[config.mk]
export PLATFORM = sky130hd
export DESIGN_NAME = pih_fifo
export DESIGN_NICKNAME = d
export VERILOG_FILES = /design/src/pih_fifo.sv
export SDC_FILE = /design/constraint.sdc
export NUM_CORES = 1
export LEC_CHECK = 0
export ABC_AREA = 1
export BUFFER_PORTS_ARGS = -buffer_cell sky130_fd_sc_hd__buf_2
export CORE_AREA = 2 2 39 41
export CTS_BUF_LIST = sky130_fd_sc_hd__clkbuf_4 sky130_fd_sc_hd__clkbuf_8
export DETAILED_ROUTE_END_ITERATION = 12
export DIE_AREA = 0 0 41 43
export GPL_TIMING_DRIVEN = 0
export PLACE_DENSITY = 0.47
export SYNTH_ARGS = -nofsm -noshare
export SYNTH_HDL_FRONTEND = slang
export SYNTH_SLANG_ARGS = --single-unit
[constraint.sdc]
create_clock -name clk_i -period 1.3 [get_ports clk_i]
set_input_delay 0.26 -clock clk_i [delete_from_list [all_inputs] [get_ports clk_i]]
set_output_delay 0.26 -clock clk_i [all_outputs]
set_load 0.005 [all_outputs]
[src/pih_fifo.sv]
// small register queue with full and empty flags
module pih_fifo #(
  parameter type DATA_T = logic,
  parameter int unsigned DEPTH = 2,
  localparam int unsigned PTR_W = $clog2(DEPTH),
  localparam int unsigned CNT_BITS = $clog2(DEPTH + 1)
) (
  input  logic  clk_i,
  input  logic  rst_ni,
  input  logic  push_i,
  input  DATA_T data_i,
  output logic  full_o,
  input  logic  pop_i,
  output DATA_T data_o,
  output logic  empty_o
);

  DATA_T               mem_q [DEPTH];
  logic [PTR_W-1:0]    wr_ptr_q, wr_ptr_d;
  logic [PTR_W-1:0]    rd_ptr_q, rd_ptr_d;
  logic [CNT_BITS-1:0] count_q, count_d;
  logic                do_push, do_pop;

  assign full_o  = (count_q == CNT_BITS'(DEPTH));
  assign empty_o = (count_q == '0);
  assign do_push = push_i && !full_o;
  assign do_pop  = pop_i && !empty_o;
  assign data_o  = mem_q[rd_ptr_q];

  always_comb begin
    wr_ptr_d = wr_ptr_q;
    rd_ptr_d = rd_ptr_q;
    count_d  = count_q;
    if (do_push) begin
      wr_ptr_d = (wr_ptr_q == PTR_W'(DEPTH - 1)) ? '0 : wr_ptr_q + PTR_W'(1);
    end
    if (do_pop) begin
      rd_ptr_d = (rd_ptr_q == PTR_W'(DEPTH - 1)) ? '0 : rd_ptr_q + PTR_W'(1);
    end
    if (do_push && !do_pop) begin
      count_d = count_q + CNT_BITS'(1);
    end else if (do_pop && !do_push) begin
      count_d = count_q - CNT_BITS'(1);
    end
  end

  always_ff @(posedge clk_i or negedge rst_ni) begin
    if (!rst_ni) begin
      wr_ptr_q <= '0;
      rd_ptr_q <= '0;
      count_q  <= '0;
    end else begin
      wr_ptr_q <= wr_ptr_d;
      rd_ptr_q <= rd_ptr_d;
      count_q  <= count_d;
    end
  end

  always_ff @(posedge clk_i) begin
    if (do_push) begin
      mem_q[wr_ptr_q] <= data_i;
    end
  end

endmodule

==> metrics.txt <==
run status=finished clean; fraction of the cycle the final worst path needs=95.63%; minimum setup slack among reg-to-reg paths=0.06 ns; worst reg-to-reg path cell count=8; number of global-route vias before repair=238; Fillers=150; Nets=59; via count=260; buffer depth of the longest clock path=2; Arr. time, crit path=1.37 ns; die outline height=43 µm; setup repair after global routing missed its margin=true; Core Area=1384 µm²; number of maximum-capacitance constraint violations=0; commonest non-fill, non-tap cell in the layout=nand2_1; DIE WIDTH=41 µm; Layout area overhead=50.41%; CTS sink cnt=6; endpoint kind of the worst setup timing path=flip-flop; overall power of the completed layout=0.001077 W; count of distinct cell types in the synthesized netlist=12; average wire per cell in the routed design=8.603 µm; number of top-level pins=8; number of nets with antenna violations after detailed routing=0; sequential share of the synthesized area=52.46%; Routability Congestion=0.7575; Clk Tree Root Cell=clkbuf_4; switch share=36.79%; R2R Path Start=count_q[1]; Period minus WS final=1.243 ns; Flop pwr share=34.0%; class of the tightest hold or removal check=in -> reg; placement row count=14; global-route wire length before repair=931 µm; latest clock arrival within the worst-skew pair=0.24 ns; setup clock skew after layout=0.004941 ns; setup slack at placement=-0.1451 ns; vias per inst=3.824; number of DRC markers after the initial detailed-route iteration=2; FF+latch count, synth=6; setup violators final=0; clock-pin slew on the worst setup and hold paths=0.05 ns; Slew Limit Headroom=84.37%; post-synthesis area per instance=8.251 µm²; Post-Place Cell Area=360.3 µm²; total negative slack for setup checks=0 ns; Max Freq=804.4 MHz; share of post-route cells with drive strength above 1=46.15%; worst supply voltage drop on vdd=0.0006293 V; worst r2r dst=count_q[1]; final hold violation count=0; PD cells=2346 nW/µm²; Critical Path Sink=count_q[1]; number of remaining DRC errors=0; sort of element at the start of the critical path=flip-flop; core utilization of the finished layout=33.18%; number of synthesis warnings=0; CTS tree=done; count of input and output buffers=7; Diodes inserted=0; Inserted Clock Buffers=3; launch point of the worst path=count_q[1]; final setup margin=0.05682 ns; Static Leakage=0.2355 nW; Worst Path Required=1.43 ns; number of antenna violations at the first check in global routing=0; Die ar.=1763 µm²; number of H-tree levels=1; GRT Resource Usage Total=8.806%; sum of overflow across all layers after global routing=0; sw power=0.0003964 W; first drt pass iteration count=4; netlist area before placement=305.3 µm²; Initial Util=22.06%; classification of the worst setup path=reg -> reg; pin count of the biggest net entering global routing=8; highest-count cells in the layout ignoring fill and taps=11 x nand2_1, 7 x buf_2, 6 x inv_1, 4 x clkbuf_4, 3 x buf_4; clock network fraction of design power=19.0%; slew at the pin with the worst max-slew slack=0.2319 ns; number of pins exceeding their max-slew limit in the final report=0; internal cell power=0.0006809 W; nets in the synthesized netlist=43; final standard cell area without fillers=459.2 µm²; peak fanout along the critical path=4; gate count of the mapped netlist=37; sum of net half-perimeters after detailed placement=402 µm; routed wire length=585 µm; Gate power share=47.1%
==> Yosys cell counts (all sizes together) <==
cell type,number,area [µm²]
nand2,12,45.04
inv,8,30.03
dfrtp,4,100.1
nor2,4,20.02
edfxtp,2,60.06
o21ai,2,10.01
ha,1,12.51
nand3,1,5.000
nand3b,1,7.510
nand4,1,6.260
xnor2,1,8.760
==> through the flow <==
step	cells	hold WS (ns)
floorplan	37	-0.03559
global placement	60	0.06737
detailed placement	60	0.06742
CTS	65	0.2023
global route	68	0.1914
finish	68	0.2068
==> critical path, cell delays in order (launching register included) <==
cell and delay, ns:
dfrtp_2 0.43, inv_2 0.09, nor2_4 0.04, nor2_4 0.13
ha_4 0.22, inv_2 0.06, nand3_2 0.05, nand2_1 0.06
nand2_1 0.04
==> routing by layer <==
| layer | global-route usage, % | share of wire (%) | up-vias |
|---|---|---|---|
| met4 | 12.00 | 0 | 0 |
| met5 | 0 | 0 | - |
| met3 | 1.571 | 7.9 | 0 |
| li1 | - | - | 144 |
| met1 | 9.241 | 42 | 104 |
| met2 | 11.88 | 50 | 12 |
==> state kept, by name (all words and copies together), names as in the netlist <==
| signal | cells |
|---|---|
| count_q | 2 |
| mem_q | 2 |
| rd_ptr_q | 1 |
| wr_ptr_q | 1 |
==> repair_timing <==
item / in CTS / in global routing
buffers inserted: 0 / 3
setup endpoints to repair: 2 / 2
hold endpoints to repair: 4 / 0
pin swaps: 1 / 4
gates resized for setup: 5 / 6
hold buffers: 1 / 0
==> cells by family after synthesis <==
kind of cell	synth area share, %
adders and majority gates	4.098
AOI/OAI and AO/OA	3.279
buffers and inverters	9.836
DFF	52.46
and+or+nand+nor	27.46
xor gates and xnor gates	2.869
==> cell type report <==
class / instances / area (µm²) / share of cell area (%)
inverters: 8 / 30.03 / 6.540
multi-input cells: 23 / 148.9 / 32.43
repair buffers: 11 / 67.56 / 14.71
flip-flops and latches: 6 / 162.7 / 35.42
well taps: 16 / 20.02 / 4.360
clock buffers: 4 / 30.03 / 6.540
==> worst min path at each step <==
| stage | start | endpoint | slack [ns] | depth (start not counted) |
|---|---|---|---|---|
| 2_1_floorplan | rst_ni | count_q[0] | -0.04 | 0 |
| 3_3_place_gp | rst_ni | count_q[0] | 0.07 | 1 |
| 3_5_place_dp | rst_ni | count_q[0] | 0.07 | 1 |
| 4_1_cts | data_i | mem_q[1] | 0.20 | 1 |
| 5_1_grt | data_i | mem_q[1] | 0.19 | 1 |
| 6_report | data_i | mem_q[1] | 0.21 | 1 |
==> power groups by stage <==
stage	registers, W	clock network [W]	logic, W
3_5_place_dp	0.000353	0	0.000346
4_1_cts	0.000364	0.000214	0.000380
6_report	0.000366	0.000204	0.000507
2_1_floorplan	0.000336	0	0.000258
5_1_grt	0.000382	0.000234	0.000591
3_3_place_gp	0.000355	0	0.000344
Note: power is estimated with default switching activity, not from simulation.
