==> config.mk <==
export PLATFORM = sky130hd
export DESIGN_NAME = pih_back
export DESIGN_NICKNAME = d
export VERILOG_FILES = /design/src/pih_pkg.sv /design/src/pih_ram.sv /design/src/pih_back.sv
export SDC_FILE = /design/constraint.sdc
export NUM_CORES = 2
export LEC_CHECK = 0
export BUFFER_PORTS_ARGS = -buffer_cell sky130_fd_sc_hd__buf_2
export CORE_MARGIN = 1.5
export CORE_UTILIZATION = 57
export CTS_BUF_LIST = sky130_fd_sc_hd__clkbuf_8
export CTS_CLUSTER_DIAMETER = 60
export DETAILED_ROUTE_END_ITERATION = 12
export PLACE_DENSITY_LB_ADDON = 0.3
export SYNTH_ARGS = -nofsm -noshare
export SYNTH_HDL_FRONTEND = slang
export SYNTH_SLANG_ARGS = --single-unit
==> constraint.sdc <==
create_clock -name clk_i -period 11.15 [get_ports clk_i]
set_clock_uncertainty 0.1 [all_clocks]
set_input_delay 1.115 -clock clk_i [delete_from_list [all_inputs] [get_ports clk_i]]
set_output_delay 1.115 -clock clk_i [all_outputs]
set_load 0.05 [all_outputs]
==> src/pih_pkg.sv <==
// shared types, constants and register indexes for the interarrival histogram
package pih_pkg;

  localparam int unsigned TIME_W      = 48;
  localparam int unsigned CNT_W       = 32;
  localparam int unsigned BIN_FIELD_W = 6;
  localparam int unsigned SHIFT_W     = 5;
  localparam int unsigned CFG_W       = 32;
  localparam int unsigned CFG_IDX_W   = 2;

  localparam logic [CFG_IDX_W-1:0] REG_BIN_SHIFT     = 2'd0;
  localparam logic [CFG_IDX_W-1:0] REG_REPORT_PERIOD = 2'd1;

  localparam logic [CNT_W-1:0] PERIOD_RESET = 32'd100000;

  localparam logic FUNC_ARRIVAL = 1'b0;
  localparam logic FUNC_READ    = 1'b1;

  localparam logic KIND_REPORT = 1'b0;
  localparam logic KIND_READ   = 1'b1;

  typedef struct packed {
    logic                   func;
    logic [TIME_W-1:0]      arrival_time;
    logic                   is_ipv4;
    logic [BIN_FIELD_W-1:0] read_bin;
  } in_word_t;

  typedef struct packed {
    logic                   kind;
    logic [CNT_W-1:0]       report_number;
    logic [CNT_W-1:0]       ipv4_total;
    logic [CNT_W-1:0]       skipped_periods;
    logic [BIN_FIELD_W-1:0] bin_number;
    logic [CNT_W-1:0]       bin_count;
    logic                   last;
  } out_word_t;

  // classified work handed from the front to the back
  typedef struct packed {
    logic                   is_read;
    logic                   has_bin;
    logic [BIN_FIELD_W-1:0] bin;
    logic                   is_ipv4;
    logic                   report;
    logic [CNT_W-1:0]       report_number;
    logic [CNT_W-1:0]       skipped_periods;
  } cmd_t;

endpackage

==> src/pih_ram.sv <==
// generic one-write one-read ram with registered read data
module pih_ram #(
  parameter int unsigned WIDTH = 32,
  parameter int unsigned DEPTH = 64,
  localparam int unsigned ADDR_W = $clog2(DEPTH)
) (
  input  logic              clk_i,
  input  logic              we_i,
  input  logic [ADDR_W-1:0] waddr_i,
  input  logic [WIDTH-1:0]  wdata_i,
  input  logic              re_i,
  input  logic [ADDR_W-1:0] raddr_i,
  output logic [WIDTH-1:0]  rdata_o
);

  logic [WIDTH-1:0] mem_q [DEPTH];
  logic [WIDTH-1:0] rdata_q;

  always_ff @(posedge clk_i) begin
    if (we_i) begin
      mem_q[waddr_i] <= wdata_i;
    end
    if (re_i) begin
      rdata_q <= mem_q[raddr_i];
    end
  end

  assign rdata_o = rdata_q;

endmodule

==> src/pih_back.sv <==
// back end: bin updates, cumulative reads and interval report walks
module pih_back #(
  parameter int unsigned NUM_BINS = 64,
  localparam int unsigned BIN_W = $clog2(NUM_BINS)
) (
  input  logic               clk_i,
  input  logic               rst_ni,
  input  logic               cmd_empty_i,
  input  pih_pkg::cmd_t      cmd_i,
  output logic               cmd_pop_o,
  input  logic               res_full_i,
  output logic               res_push_o,
  output pih_pkg::out_word_t res_o
);

  import pih_pkg::*;

  localparam logic [2:0] B_IDLE    = 3'd0;
  localparam logic [2:0] B_UPD     = 3'd1;
  localparam logic [2:0] B_RD_RESP = 3'd2;
  localparam logic [2:0] B_REP_RD  = 3'd3;
  localparam logic [2:0] B_REP_WR  = 3'd4;

  logic [2:0]          state_q, state_d;
  cmd_t                cmd_q, cmd_d;
  logic [BIN_W-1:0]    idx_q, idx_d;
  logic [CNT_W-1:0]    ipv4_cnt_q, ipv4_cnt_d;
  logic [NUM_BINS-1:0] cum_vld_q, cum_vld_d;
  logic [NUM_BINS-1:0] int_vld_q, int_vld_d;

  logic             cum_re, cum_we, int_re, int_we;
  logic [BIN_W-1:0] cum_raddr, int_raddr, upd_addr;
  logic [CNT_W-1:0] cum_rdata, int_rdata, cum_wdata, int_wdata;
  logic [CNT_W-1:0] cum_cur, int_cur;
  logic             bin_ok;

  function automatic logic [CNT_W-1:0] sat_inc(input logic [CNT_W-1:0] v);
    return (v == '1) ? v : v + CNT_W'(1);
  endfunction

  assign upd_addr = cmd_q.bin[BIN_W-1:0];
  assign cum_cur  = cum_vld_q[upd_addr] ? cum_rdata : '0;
  assign int_cur  = int_vld_q[upd_addr] ? int_rdata : '0;
  assign bin_ok   = ({1'b0, cmd_q.bin} < (BIN_FIELD_W + 1)'(NUM_BINS));

  pih_ram #(.WIDTH(CNT_W), .DEPTH(NUM_BINS)) u_cum_ram (
    .clk_i   (clk_i),
    .we_i    (cum_we),
    .waddr_i (upd_addr),
    .wdata_i (cum_wdata),
    .re_i    (cum_re),
    .raddr_i (cum_raddr),
    .rdata_o (cum_rdata)
  );

  pih_ram #(.WIDTH(CNT_W), .DEPTH(NUM_BINS)) u_int_ram (
    .clk_i   (clk_i),
    .we_i    (int_we),
    .waddr_i (upd_addr),
    .wdata_i (int_wdata),
    .re_i    (int_re),
    .raddr_i (int_raddr),
    .rdata_o (int_rdata)
  );

  always_comb begin
    state_d    = state_q;
    cmd_d      = cmd_q;
    idx_d      = idx_q;
    ipv4_cnt_d = ipv4_cnt_q;
    cum_vld_d  = cum_vld_q;
    int_vld_d  = int_vld_q;
    cmd_pop_o  = 1'b0;
    res_push_o = 1'b0;
    cum_re     = 1'b0;
    int_re     = 1'b0;
    cum_we     = 1'b0;
    int_we     = 1'b0;
    cum_raddr  = cmd_i.bin[BIN_W-1:0];
    int_raddr  = cmd_i.bin[BIN_W-1:0];
    cum_wdata  = sat_inc(cum_cur);
    int_wdata  = sat_inc(int_cur);

    res_o                 = '0;
    res_o.kind            = KIND_REPORT;
    res_o.report_number   = cmd_q.report_number;
    res_o.ipv4_total      = ipv4_cnt_q;
    res_o.skipped_periods = cmd_q.skipped_periods;
    res_o.bin_number      = BIN_FIELD_W'(idx_q);
    res_o.bin_count       = int_vld_q[idx_q] ? int_rdata : '0;
    res_o.last            = (idx_q == BIN_W'(NUM_BINS - 1));

    unique case (state_q)
      B_IDLE: begin
        if (!cmd_empty_i) begin
          cmd_pop_o = 1'b1;
          cmd_d     = cmd_i;
          cum_re    = 1'b1;
          if (cmd_i.is_read) begin
            state_d = B_RD_RESP;
          end else begin
            int_re  = cmd_i.has_bin;
            cum_re  = cmd_i.has_bin;
            state_d = B_UPD;
          end
        end
      end
      B_UPD: begin
        if (cmd_q.has_bin) begin
          cum_we              = 1'b1;
          int_we              = 1'b1;
          cum_vld_d[upd_addr] = 1'b1;
          int_vld_d[upd_addr] = 1'b1;
        end
        if (cmd_q.is_ipv4) begin
          ipv4_cnt_d = sat_inc(ipv4_cnt_q);
        end
        if (cmd_q.report) begin
          idx_d   = '0;
          state_d = B_REP_RD;
        end else begin
          state_d = B_IDLE;
        end
      end
      B_RD_RESP: begin
        res_o                 = '0;
        res_o.kind            = KIND_READ;
        res_o.bin_number      = cmd_q.bin;
        res_o.bin_count       = (bin_ok && cum_vld_q[upd_addr]) ? cum_rdata : '0;
        res_o.last            = 1'b1;
        if (!res_full_i) begin
          res_push_o = 1'b1;
          state_d    = B_IDLE;
        end
      end
      B_REP_RD: begin
        int_re    = 1'b1;
        int_raddr = idx_q;
        state_d   = B_REP_WR;
      end
      B_REP_WR: begin
        if (!res_full_i) begin
          res_push_o       = 1'b1;
          int_vld_d[idx_q] = 1'b0;
          if (idx_q == BIN_W'(NUM_BINS - 1)) begin
            ipv4_cnt_d = '0;
            state_d    = B_IDLE;
          end else begin
            idx_d   = idx_q + BIN_W'(1);
            state_d = B_REP_RD;
          end
        end
      end
      default: begin
        state_d = B_IDLE;
      end
    endcase
  end

  always_ff @(posedge clk_i or negedge rst_ni) begin
    if (!rst_ni) begin
      state_q    <= B_IDLE;
      idx_q      <= '0;
      ipv4_cnt_q <= '0;
      cum_vld_q  <= '0;
      int_vld_q  <= '0;
    end else begin
      state_q    <= state_d;
      idx_q      <= idx_d;
      ipv4_cnt_q <= ipv4_cnt_d;
      cum_vld_q  <= cum_vld_d;
      int_vld_q  <= int_vld_d;
    end
  end

  always_ff @(posedge clk_i) begin
    cmd_q <= cmd_d;
  end

endmodule

==> out/results.ini <==
[yosys]
dominantRegCellSynth=sky130_fd_sc_hd__edfxtp_1
synth.yosys.seq_area_share=0.764
synth_top_cell_area_share=0.739
postSynthRegisterBits=4402
synthMuxAreaShare=0.113
synth_top_area_cell=sky130_fd_sc_hd__edfxtp_1
synthesis.nets=9837
netlist_area_mm2=0.172
synthDistinctLibCells=73
share_of_synthesized_registers_carrying_an_async_set_or_reset=0.0384
synth_compound_gate_area_share=0.0303
combinational_family_with_the_most_area_after_synthesis=multiplexers
synth_adder_area_share=0.000291
synth-warning-count=0
synthXorXnorAreaFrac=0.00382
syn-instance-count=9755
yosys-top-cells-area=sky130_fd_sc_hd__edfxtp_1, sky130_fd_sc_hd__mux4_2, sky130_fd_sc_hd__nand2_1, sky130_fd_sc_hd__dfrtp_1, sky130_fd_sc_hd__mux2i_1
synth_enable_flop_cells=4233
postSynthAreaPerCell_um2=17.6
synth-simple-area-share=0.0744

[floorplan]
placement_rows=201
chipHeight_um=552
core_area_mm2=0.300
die_x_um=552
initial_core_util=0.573
io_pins=216
fp.dieArea_mm2=0.305

[drt]
via_per_inst=6.85
drt.antenna.violating_nets=0
drt-wirelength-per-cell_um=35.8
drtIter0Drc=17700
firstDrtPassIters=9
drc_errors=0
drt-total-wl_um=534000
via_count=102000

[power]
leakage_power_uw=0.0647
ir_drop_v=0.000197
design_power_total_uw=39400
power-per-cell-area_mw_per_mm2=206

[sta]
fin_crit_ns=7.18
setup_violations=0
tns_ns=0
hold_ws_ns=0.115
final.period_utilization=0.644
fmax_mhz=139
relative_slew_slack=0.0713
tightestPinTransition_ns=1.39
finalHoldViolCount=0
final-max-slew-violation-count=0
rsz0062_at_grt=no

[setup_path]
critPathMaxFanout=64
timing.critical_path.to_type=flop
worstSetupPathType=reg -> reg
crit_required_ns=11.88
cp.arrival_ns=7.91
start_kind=flop
reg2regPathDepth=15

[min_path]
hold_path.class=in -> reg
hold_depth=3

[clocking]
cts.sinks=4402
cts.path.max_buffers=4
clk_pin_slew_ns=0.06
htree_levels=6
postCtsSetupBuffers=0
cts_tree=yes
numCtsBuffers=677
clock_latency_ns=1.22
ctsRootBufferMaster=sky130_fd_sc_hd__clkbuf_8

[global_route]
grt_antenna_before_repair=18
grt_first_pass_wirelength_um=732000
grt_overflow_total=0
first_global_vias=97700
grt_start_max_net_pins=182
grt_util_all_layers=0.344

[placement]
io_buffers=215
place.detailed.instances=13600
hpwl_after_detailed_placement_um=270000
gp_congestion=0.916

[cells_and_area]
final-seq-area_mm2=0.131
flow.area_growth_from_synthesis_pct=11.6
final-instance-count-excl-fill=14900
layout.cells.most_common_list=sky130_fd_sc_hd__edfxtp_1, sky130_fd_sc_hd__nand2_1, sky130_fd_sc_hd__clkbuf_8
design.final.nets=10500
drive_gt1_frac=0.204
finalCoreUtilization=0.640
fill_cells=20000
mostFrequentLayoutCell=sky130_fd_sc_hd__edfxtp_1
multiInputGateArea_mm2=0.0393

[job]
maxCapViolCount=0

[status]
outcome=complete, no violations

## cells in the mapped netlist (65+ instances only)
cell and instances:
sky130_fd_sc_hd__a21oi_1 283, sky130_fd_sc_hd__a32oi_1 157, sky130_fd_sc_hd__and2_1 105, sky130_fd_sc_hd__buf_1 71, sky130_fd_sc_hd__buf_2 166, sky130_fd_sc_hd__clkbuf_1 300, sky130_fd_sc_hd__dfrtp_1 169, sky130_fd_sc_hd__edfxtp_1 4233
sky130_fd_sc_hd__mux2i_1 355, sky130_fd_sc_hd__mux4_2 688, sky130_fd_sc_hd__nand2_1 1573, sky130_fd_sc_hd__nand3_1 563, sky130_fd_sc_hd__nand4_1 89, sky130_fd_sc_hd__nor2_1 251, sky130_fd_sc_hd__or2_2 65
## per-stage QoR
step	cell area, um2	setup WS [ns]
6_report	192000	3.97
3_5_place_dp	179000	4.14
5_1_grt	192000	3.62
2_1_floorplan	172000	3.68
4_1_cts	192000	4.07
3_3_place_gp	179000	4.20
## worst max-delay path, cell delays in order (launching register included)
cell	delay, ns
sky130_fd_sc_hd__edfxtp_1	0.36
sky130_fd_sc_hd__buf_4	0.37
sky130_fd_sc_hd__nand3b_1	0.74
sky130_fd_sc_hd__o221ai_1	0.20
sky130_fd_sc_hd__o31a_1	0.29
sky130_fd_sc_hd__a2111oi_0	0.43
sky130_fd_sc_hd__and4b_4	0.85
sky130_fd_sc_hd__nor2b_1	0.14
sky130_fd_sc_hd__ha_1	0.29
sky130_fd_sc_hd__and4_1	0.22
sky130_fd_sc_hd__and4_1	0.29
sky130_fd_sc_hd__nand4_1	0.40
sky130_fd_sc_hd__nor2b_1	0.61
sky130_fd_sc_hd__nand4_1	0.27
sky130_fd_sc_hd__xor2_1	0.25
sky130_fd_sc_hd__nor2_4	0.89
## registers in the layout, summed over array words and instances, names as in the netlist, 32 cells and up
signal,flops
u_cum_ram.mem_q,2048
u_int_ram.rdata_o,32
ipv4_cnt_q,32
u_cum_ram.rdata_o,32
cmd_q,67
int_vld_q,64
cum_vld_q,64
u_int_ram.mem_q,2048
## worst paths after layout
kind / startpoint / to / slack, ns
max in group asynchronous: rst_ni / int_vld_q[7] / 8.90
worst max-delay path: upd_addr[1] / u_int_ram.mem_q[9][10] / 3.97
min in group asynchronous: rst_ni / cum_vld_q[40] / 0.48
worst min-delay path: res_full_i / state_q[2] / 0.12
worst max register to register: upd_addr[1] / u_int_ram.mem_q[9][10] / 3.97
worst min register to register: cum_vld_q[10] / cum_vld_q[10] / 0.36
## layer usage
layer / GRT usage / up-vias / wire, um
met1: 0.455 / 52000 / 181000
met4: 0.196 / 19 / 34700
met2: 0.532 / 8406 / 247000
met3: 0.0793 / 1775 / 71000
met5: 0 / - / 156
li1: - / 39900 / -
## cell families (layout without fill, tap and decap cells)
family          count (synthesis)  after routing
buf+inv                       579           1766
compound gates                745            745
xor+xnor                       75             75
fa+ha+maj                       4              4
mux                          1074           1074
other cells                     0             11
simple gates                 2876           2876
flops                        4402           4402
## where the power goes
part           switching [uW]  total [uW]  internal, uW
logic                    4840        6200          1360
registers                 314       20700         20400
clock network            6380       12500          6130
## cell type report
type,instances,share of cell area
timing repair buffer,531,0.0201
inverter,20,0.000391
sequential,4402,0.684
multi-input combinational,4774,0.205
clock buffer,690,0.0495
clock inverter,525,0.0152
tap,3958,0.0258
antenna,11,0.000143
## what timing repair did
item,CTS,global route
hold buffers,68,0
hold endpoints to repair,160,0
resized for setup,0,0
Note: power is estimated with default switching activity, not from simulation.
