==> src/pih_pkg.sv <==
// shared types, constants and register indexes for the interarrival histogram
package pih_pkg;

  localparam int unsigned TIME_W      = 48;
  localparam int unsigned CNT_W       = 32;
  localparam int unsigned BIN_FIELD_W = 6;
  localparam int unsigned SHIFT_W     = 5;
  localparam int unsigned CFG_W       = 32;
  localparam int unsigned CFG_IDX_W   = 2;

  localparam logic [CFG_IDX_W-1:0] REG_BIN_SHIFT     = 2'd0;
  localparam logic [CFG_IDX_W-1:0] REG_REPORT_PERIOD = 2'd1;

  localparam logic [CNT_W-1:0] PERIOD_RESET = 32'd100000;

  localparam logic FUNC_ARRIVAL = 1'b0;
  localparam logic FUNC_READ    = 1'b1;

  localparam logic KIND_REPORT = 1'b0;
  localparam logic KIND_READ   = 1'b1;

  typedef struct packed {
    logic                   func;
    logic [TIME_W-1:0]      arrival_time;
    logic                   is_ipv4;
    logic [BIN_FIELD_W-1:0] read_bin;
  } in_word_t;

  typedef struct packed {
    logic                   kind;
    logic [CNT_W-1:0]       report_number;
    logic [CNT_W-1:0]       ipv4_total;
    logic [CNT_W-1:0]       skipped_periods;
    logic [BIN_FIELD_W-1:0] bin_number;
    logic [CNT_W-1:0]       bin_count;
    logic                   last;
  } out_word_t;

  // classified work handed from the front to the back
  typedef struct packed {
    logic                   is_read;
    logic                   has_bin;
    logic [BIN_FIELD_W-1:0] bin;
    logic                   is_ipv4;
    logic                   report;
    logic [CNT_W-1:0]       report_number;
    logic [CNT_W-1:0]       skipped_periods;
  } cmd_t;

endpackage

==> src/pih_div.sv <==
// restoring divider, one quotient bit per cycle
module pih_div (
  input  logic                       clk_i,
  input  logic                       rst_ni,
  input  logic                       start_i,
  input  logic [pih_pkg::TIME_W-1:0] num_i,
  input  logic [pih_pkg::CNT_W-1:0]  den_i,
  output logic                       busy_o,
  output logic [pih_pkg::TIME_W-1:0] quot_o,
  output logic [pih_pkg::CNT_W-1:0]  rem_o
);

  import pih_pkg::*;

  localparam int unsigned STEP_W = $clog2(TIME_W + 1);

  logic              busy_q, busy_d;
  logic [STEP_W-1:0] step_q, step_d;
  logic [TIME_W-1:0] quot_q, quot_d;
  logic [CNT_W-1:0]  rem_q, rem_d;
  logic [CNT_W-1:0]  den_q, den_d;
  logic [CNT_W:0]    rem_sh;
  logic              fits;

  assign rem_sh = {rem_q, quot_q[TIME_W-1]};
  assign fits   = (rem_sh >= {1'b0, den_q});

  always_comb begin
    busy_d = busy_q;
    step_d = step_q;
    quot_d = quot_q;
    rem_d  = rem_q;
    den_d  = den_q;
    if (start_i) begin
      busy_d = 1'b1;
      step_d = STEP_W'(TIME_W);
      quot_d = num_i;
      rem_d  = '0;
      den_d  = den_i;
    end else if (busy_q) begin
      quot_d = {quot_q[TIME_W-2:0], fits};
      rem_d  = fits ? CNT_W'(rem_sh - {1'b0, den_q}) : rem_sh[CNT_W-1:0];
      step_d = step_q - STEP_W'(1);
      if (step_q == STEP_W'(1)) begin
        busy_d = 1'b0;
      end
    end
  end

  always_ff @(posedge clk_i or negedge rst_ni) begin
    if (!rst_ni) begin
      busy_q <= 1'b0;
      step_q <= '0;
    end else begin
      busy_q <= busy_d;
      step_q <= step_d;
    end
  end

  always_ff @(posedge clk_i) begin
    quot_q <= quot_d;
    rem_q  <= rem_d;
    den_q  <= den_d;
  end

  assign busy_o = busy_q;
  assign quot_o = quot_q;
  assign rem_o  = rem_q;

endmodule

==> src/pih_front.sv <==
// front end: takes words, computes the bin and the report schedule
module pih_front #(
  parameter int unsigned NUM_BINS = 64
) (
  input  logic                        clk_i,
  input  logic                        rst_ni,
  input  logic                        push_i,
  input  pih_pkg::in_word_t           in_word_i,
  output logic                        full_o,
  input  logic [pih_pkg::SHIFT_W-1:0] bin_shift_i,
  input  logic [pih_pkg::CNT_W-1:0]   period_i,
  output logic                        cmd_push_o,
  output pih_pkg::cmd_t               cmd_o,
  input  logic                        cmd_full_i
);

  import pih_pkg::*;

  localparam logic F_RUN = 1'b0;
  localparam logic F_DIV = 1'b1;

  logic              state_q, state_d;
  logic              in_valid_q, in_valid_d;
  in_word_t          in_q;
  logic [TIME_W-1:0] prev_time_q, prev_time_d;
  logic              have_prev_q, have_prev_d;
  logic [TIME_W-1:0] deadline_q, deadline_d;
  logic              armed_q, armed_d;
  logic [CNT_W-1:0]  rep_cnt_q, rep_cnt_d;

  logic [TIME_W-1:0]      t;
  logic [CNT_W-1:0]       period_eff;
  logic [TIME_W:0]        gap;
  logic [TIME_W-1:0]      gap_sh;
  logic [BIN_FIELD_W-1:0] pos;
  logic [TIME_W-1:0]      first_dl, next_dl, div_dl;
  logic                   late, need_div, done;
  logic                   div_start, div_busy;
  logic [TIME_W-1:0]      div_quot;
  logic [CNT_W-1:0]       div_rem;
  logic [TIME_W:0]        extra;
  logic [CNT_W-1:0]       skip_div;

  function automatic logic [TIME_W-1:0] sat_time(input logic [TIME_W:0] v);
    return v[TIME_W] ? '1 : v[TIME_W-1:0];
  endfunction

  assign t          = in_q.arrival_time;
  assign period_eff = (period_i == '0) ? CNT_W'(1) : period_i;

  // bin position of the gap, negative gaps to bin zero, large ones to the top bin
  assign gap    = {1'b0, t} - {1'b0, prev_time_q};
  assign gap_sh = gap[TIME_W-1:0] >> bin_shift_i;
  always_comb begin
    if (gap[TIME_W]) begin
      pos = '0;
    end else if (gap_sh > TIME_W'(NUM_BINS - 1)) begin
      pos = BIN_FIELD_W'(NUM_BINS - 1);
    end else begin
      pos = gap_sh[BIN_FIELD_W-1:0];
    end
  end

  assign first_dl = sat_time({1'b0, t} + (TIME_W + 1)'(period_eff));
  assign next_dl  = sat_time({1'b0, deadline_q} + (TIME_W + 1)'(period_eff));
  assign late     = armed_q && (t > deadline_q);
  assign need_div = late && (t > next_dl);

  // several periods passed: the remainder places the new deadline without a multiply
  assign extra    = {1'b0, div_quot} + (TIME_W + 1)'(1);
  assign div_dl   = sat_time({1'b0, t} + (TIME_W + 1)'(period_eff - CNT_W'(1) - div_rem));
  assign skip_div = (|extra[TIME_W:CNT_W]) ? '1 : extra[CNT_W-1:0];

  pih_div u_div (
    .clk_i   (clk_i),
    .rst_ni  (rst_ni),
    .start_i (div_start),
    .num_i   (t - next_dl - TIME_W'(1)),
    .den_i   (period_eff),
    .busy_o  (div_busy),
    .quot_o  (div_quot),
    .rem_o   (div_rem)
  );

  always_comb begin
    state_d     = state_q;
    in_valid_d  = in_valid_q;
    prev_time_d = prev_time_q;
    have_prev_d = have_prev_q;
    deadline_d  = deadline_q;
    armed_d     = armed_q;
    rep_cnt_d   = rep_cnt_q;
    div_start   = 1'b0;
    done        = 1'b0;

    cmd_o                 = '0;
    cmd_o.is_read         = (in_q.func == FUNC_READ);
    cmd_o.has_bin         = have_prev_q && (in_q.func == FUNC_ARRIVAL);
    cmd_o.bin             = (in_q.func == FUNC_READ) ? in_q.read_bin : pos;
    cmd_o.is_ipv4         = in_q.is_ipv4 && (in_q.func == FUNC_ARRIVAL);
    cmd_o.report          = late && (in_q.func == FUNC_ARRIVAL);
    cmd_o.report_number   = rep_cnt_q;
    cmd_o.skipped_periods = '0;

    if (in_valid_q) begin
      if (in_q.func == FUNC_READ) begin
        done = !cmd_full_i;
      end else if (state_q == F_DIV) begin
        if (!div_busy && !cmd_full_i) begin
          done                  = 1'b1;
          state_d               = F_RUN;
          deadline_d            = div_dl;
          rep_cnt_d             = rep_cnt_q + div_quot[CNT_W-1:0] + CNT_W'(2);
          cmd_o.skipped_periods = skip_div;
        end
      end else if (need_div) begin
        div_start = 1'b1;
        state_d   = F_DIV;
      end else begin
        done = !cmd_full_i;
        if (done) begin
          if (!armed_q) begin
            deadline_d = first_dl;
            armed_d    = 1'b1;
          end else if (late) begin
            deadline_d = next_dl;
            rep_cnt_d  = rep_cnt_q + CNT_W'(1);
          end
        end
      end
      if (done && (in_q.func == FUNC_ARRIVAL)) begin
        prev_time_d = t;
        have_prev_d = 1'b1;
      end
    end

    if (done) begin
      in_valid_d = 1'b0;
    end
    if (push_i && !full_o) begin
      in_valid_d = 1'b1;
    end
  end

  assign full_o     = in_valid_q && !done;
  assign cmd_push_o = done;

  always_ff @(posedge clk_i or negedge rst_ni) begin
    if (!rst_ni) begin
      state_q     <= F_RUN;
      in_valid_q  <= 1'b0;
      prev_time_q <= '0;
      have_prev_q <= 1'b0;
      deadline_q  <= '0;
      armed_q     <= 1'b0;
      rep_cnt_q   <= '0;
    end else begin
      state_q     <= state_d;
      in_valid_q  <= in_valid_d;
      prev_time_q <= prev_time_d;
      have_prev_q <= have_prev_d;
      deadline_q  <= deadline_d;
      armed_q     <= armed_d;
      rep_cnt_q   <= rep_cnt_d;
    end
  end

  always_ff @(posedge clk_i) begin
    if (push_i && !full_o) begin
      in_q <= in_word_i;
    end
  end

endmodule

==> config.mk <==
export PLATFORM = sky130hd
export DESIGN_NAME = pih_front
export DESIGN_NICKNAME = d
export VERILOG_FILES = /design/src/pih_pkg.sv /design/src/pih_div.sv /design/src/pih_front.sv
export SDC_FILE = /design/constraint.sdc
export NUM_CORES = 2
export LEC_CHECK = 0
export CAP_MARGIN = 0
export CELL_PAD_IN_SITES_DETAIL_PLACEMENT = 2
export CELL_PAD_IN_SITES_GLOBAL_PLACEMENT = 2
export CORE_UTILIZATION = 43
export DETAILED_ROUTE_END_ITERATION = 12
export DONT_BUFFER_PORTS = 1
export PLACE_DENSITY = 0.84
export SETUP_SLACK_MARGIN = 0.02
export SLEW_MARGIN = 20
export SYNTH_ARGS = -nofsm -noshare
export SYNTH_HDL_FRONTEND = slang
export SYNTH_HIERARCHICAL = 1
export SYNTH_SLANG_ARGS = --single-unit
==> constraint.sdc <==
create_clock -name clk_i -period 13.9 [get_ports clk_i]
set_input_delay 1.39 -clock clk_i [delete_from_list [all_inputs] [get_ports clk_i]]
set_output_delay 1.39 -clock clk_i [all_outputs]
set_load 0.02 [all_outputs]
==> out/qor.csv <==
stage,metric,value,unit
sta,worstMarginPinSlew,1.132,ns
global_routing,grt_start_max_net_pins,140,
cts,cts-resized-gates,0,
global_routing,grt-busiest-layer,met2,
synthesis,postSynthAreaPerCell,7.993,um2
cts,clk_pin_slew,0.06,ns
route,drtIter0Drc,2202,
pwr,net-switching-power,6652,uW
run_status,status,finished clean,
pwr,ir_worst_vdd,122.3,uV
sta,final_max_slew_viol_count,0,
global_routing,track_usage,35.65,%
synthesis,synth_edf_count,136,
pwr,leakagePower,0.01634,uW
sta,final_hold_viol_count,0,
sta,skew,0.02409,ns
sta,final.setup.tns,0,ns
synthesis,synthArstFlopShare,45.28,%
cts,cts-root-buf,clkbuf_16,
route,wl_per_cell,28.14,um
synthesis,synth_ff_type,dfrtp_1,
setup_path,cp.arrival,11.05,ns
global_routing,grt_pass1_vias,38500,
place,post-place-ws,1.719,ns
cts,cts_tree,built,
setup_path,cp-start-kind,input pin,
cts,cts_inserted_buffers,44,
synthesis,synth_area,35620,um2
route,routed_wl,153400,um
cts,htreeDepth,2,
place,place_area,36530,um2
final_layout,nets,4838,
sta,slew_headroom,24.26,%
final_layout,fin_area,37970,um2
synthesis,synth_cells,4456,
synthesis,synth-seq-cells,307,
synthesis,synth_seq_area_share,23.03,%
synthesis,synthTopCellsByArea,"ha_1 14%, edfxtp_1 11%, dfrtp_1 9.8%",
setup_path,r2r_start,deadline_q[0],
sta,setup_violations,0,
setup_path,r2r_end,deadline_q[30],
floorplan,fp.dieArea,83980,um2
route,ant_nets,0,
cts,cts_hold_buf,0,
global_routing,grt_use_met3,5.293,%
floorplan,fp-row-count,105,
synthesis,synth_largest_area_cell,ha_1,
sta,rsz0062_at_grt,no,
route,drc,0,
synthesis,yosys.cell_types.count,111,
sta,fin_crit,12.44,ns
floorplan,coreArea,81980,um2
floorplan,start_util,43.45,%
synthesis,yosysMostFrequentCell,a21oi_1,
cts,clock_sinks,307,
route,dr.pass1.iters,9,
place,place.port_buffers,0,
sta,max_freq,0.08038,GHz
global_routing,grt_pass1_wl,235300,um
flow_run,drv_cap,0,
final_layout,areaGrowthSynthToFinish,6.615,%
synthesis,syn_nets,4949,
route,vias_per_cell,6.576,
pwr,power.density,312.4,nW/um2
pwr,seq_power_share,15.2,%
setup_path,r2r_cells,30,
setup_path,criticalPathCategory,in -> out,
sta,finalCritPeriodShare,89.51,%
setup_path,crit_fanout,38,
synthesis,synth_warnings,6,
route,num_vias,35860,
global_routing,grt_use_met2,60.34,%
place,dp_hpwl,119200,um
setup_path,end_kind,primary output,
global_routing,overflow,0,
global_routing,grt_util_met1,44.25,%
min_path,hp-class,in -> async,
setup_path,max_stage_delay,0.71,ns
sta,fin_ws,1.459,ns
setup_path,required,12.51,ns
setup_path,rrSetupSlack,4.79,ns
pwr,clkPwrFrac,9.9,%
place,gp_congestion,0.9546,
cts,cts_setup_buffers,0,
final_layout,drive_gt1_share,6.094,%
cts,clockBufferDepth,3,
floorplan,boundaryPins,173,
synthesis,synthTopCellsByCount,"393 x a21oi_1, 388 x ha_1, 353 x nor2_1",
floorplan,die_x,289.8,um
cts,clkLatencyLatePin,0.62,ns
floorplan,die_h,289.8,um
setup_path,cp_common_cell,a21oi_1,
global_routing,antenna_found_initial,8,
setup_path,cp_slowest_cell,nor4_1,
pwr,comb_power_share,74.9,%
synthesis,synth.top_cell.area_share,13.63,%
pwr,switching_share,56.08,%
pwr,intPower,5210,uW
-- metrics by stage --
step / total power, uW / utilization [%] / cells / hold slack, ns
floorplan: 7564 / - / 4456 / 0.4308
finish: 11860 / 46.32 / 5453 / 0.5053
CTS: 11690 / 46.31 / 5451 / 0.4519
detailed placement: 10370 / 44.56 / 5369 / 0.5099
global placement: 10010 / 44.55 / 5369 / 0.4932
global route: 12560 / 46.31 / 5451 / 0.4794
-- power groups by stage --
stage | registers [uW] | logic (uW) | clock network, uW
after floorplan | 1580 | 5990 | 0
after global placement | 1780 | 8230 | 0
after detailed placement | 1800 | 8570 | 0
after CTS | 1790 | 8710 | 1190
after global routing | 1840 | 9510 | 1210
final | 1810 | 8890 | 1170
-- per-layer routing --
| layer | routed length (um) | vias to the layer above | share of wire (%) |
|---|---|---|---|
| met4 | 8054 | 10 | 5.2 |
| met2 | 72290 | 1044 | 47 |
| met5 | 63 | - | 0.041 |
| li1 | - | 16310 | - |
| met1 | 64390 | 18090 | 42 |
| met3 | 8642 | 403 | 5.6 |
-- area by class of cell --
class,count,area (um2)
antenna,2,5.005
clock buffer,58,1195
clock inverter,24,240.2
fill,9366,44010
inverter,276,1037
multi-input combinational,3673,25630
sequential,307,8205
tap,1070,1339
timing repair buffer,43,322.8
-- cells by family after synthesis --
group                      synth area share, %
AOI/OAI and AO/OA                        26.80
xor gates and xnor gates                 8.115
DFF                                      23.03
and+or+nand+nor                          19.20
buffers and inverters                    5.213
muxes                                    3.562
adders and majority gates                14.08
-- state kept, by name (all words and copies together) (netlist names) --
register,flops
deadline_q,48
u_div/rem_o,32
prev_time_q,48
armed_q,1
t,48
state_q,1
rep_cnt_q,32
u_div/step_q,6
in_q,7
u_div/busy_o,1
cmd_o,1
have_prev_q,1
u_div/den_q,32
in_valid_q,1
u_div/quot_o,48
-- worst max-delay path, delay by kind of cell --
kind / cells / cell delay [ns]
AOI/OAI and AO/OA: 18 / 4.78
and+or+nand+nor: 7 / 2.98
adders and majority gates: 3 / 1.06
buffers and inverters: 3 / 0.76
-- cell usage in the layout (no fill, tap or decap), drive strengths merged, types with 43 or more instances in the layout --
| cell | n |
|---|---|
| xnor2 | 202 |
| and2 | 46 |
| a21oi | 396 |
| nor2 | 353 |
| nand2 | 343 |
| nand2b | 50 |
| nand3 | 153 |
| o21a | 60 |
| dfrtp | 139 |
| a211oi | 60 |
| ha | 388 |
| xor2 | 128 |
| mux2 | 60 |
| and3 | 85 |
| o21bai | 51 |
| o21ai | 255 |
| o22ai | 77 |
| inv | 274 |
| clkbuf | 58 |
| edfxtp | 136 |
| nand4 | 76 |
| buf | 43 |
| nor3 | 114 |
| a31oi | 48 |
| a21o | 165 |
-- how the worst max path moves through the flow --
stage / start / to / slack (ns) / cells after the start
floorplan: period_i[12] / u_div/quot_o[0] / 2.08 / 36
global placement: period_i[25] / cmd_o[20] / 2.14 / 31
detailed placement: period_i[25] / cmd_o[18] / 1.72 / 31
CTS: period_i[25] / cmd_o[18] / 1.69 / 31
global route: period_i[25] / cmd_o[18] / 1.11 / 31
finish: period_i[25] / cmd_o[18] / 1.46 / 31
No activity file was read; power rests on OpenSTA's default activity.
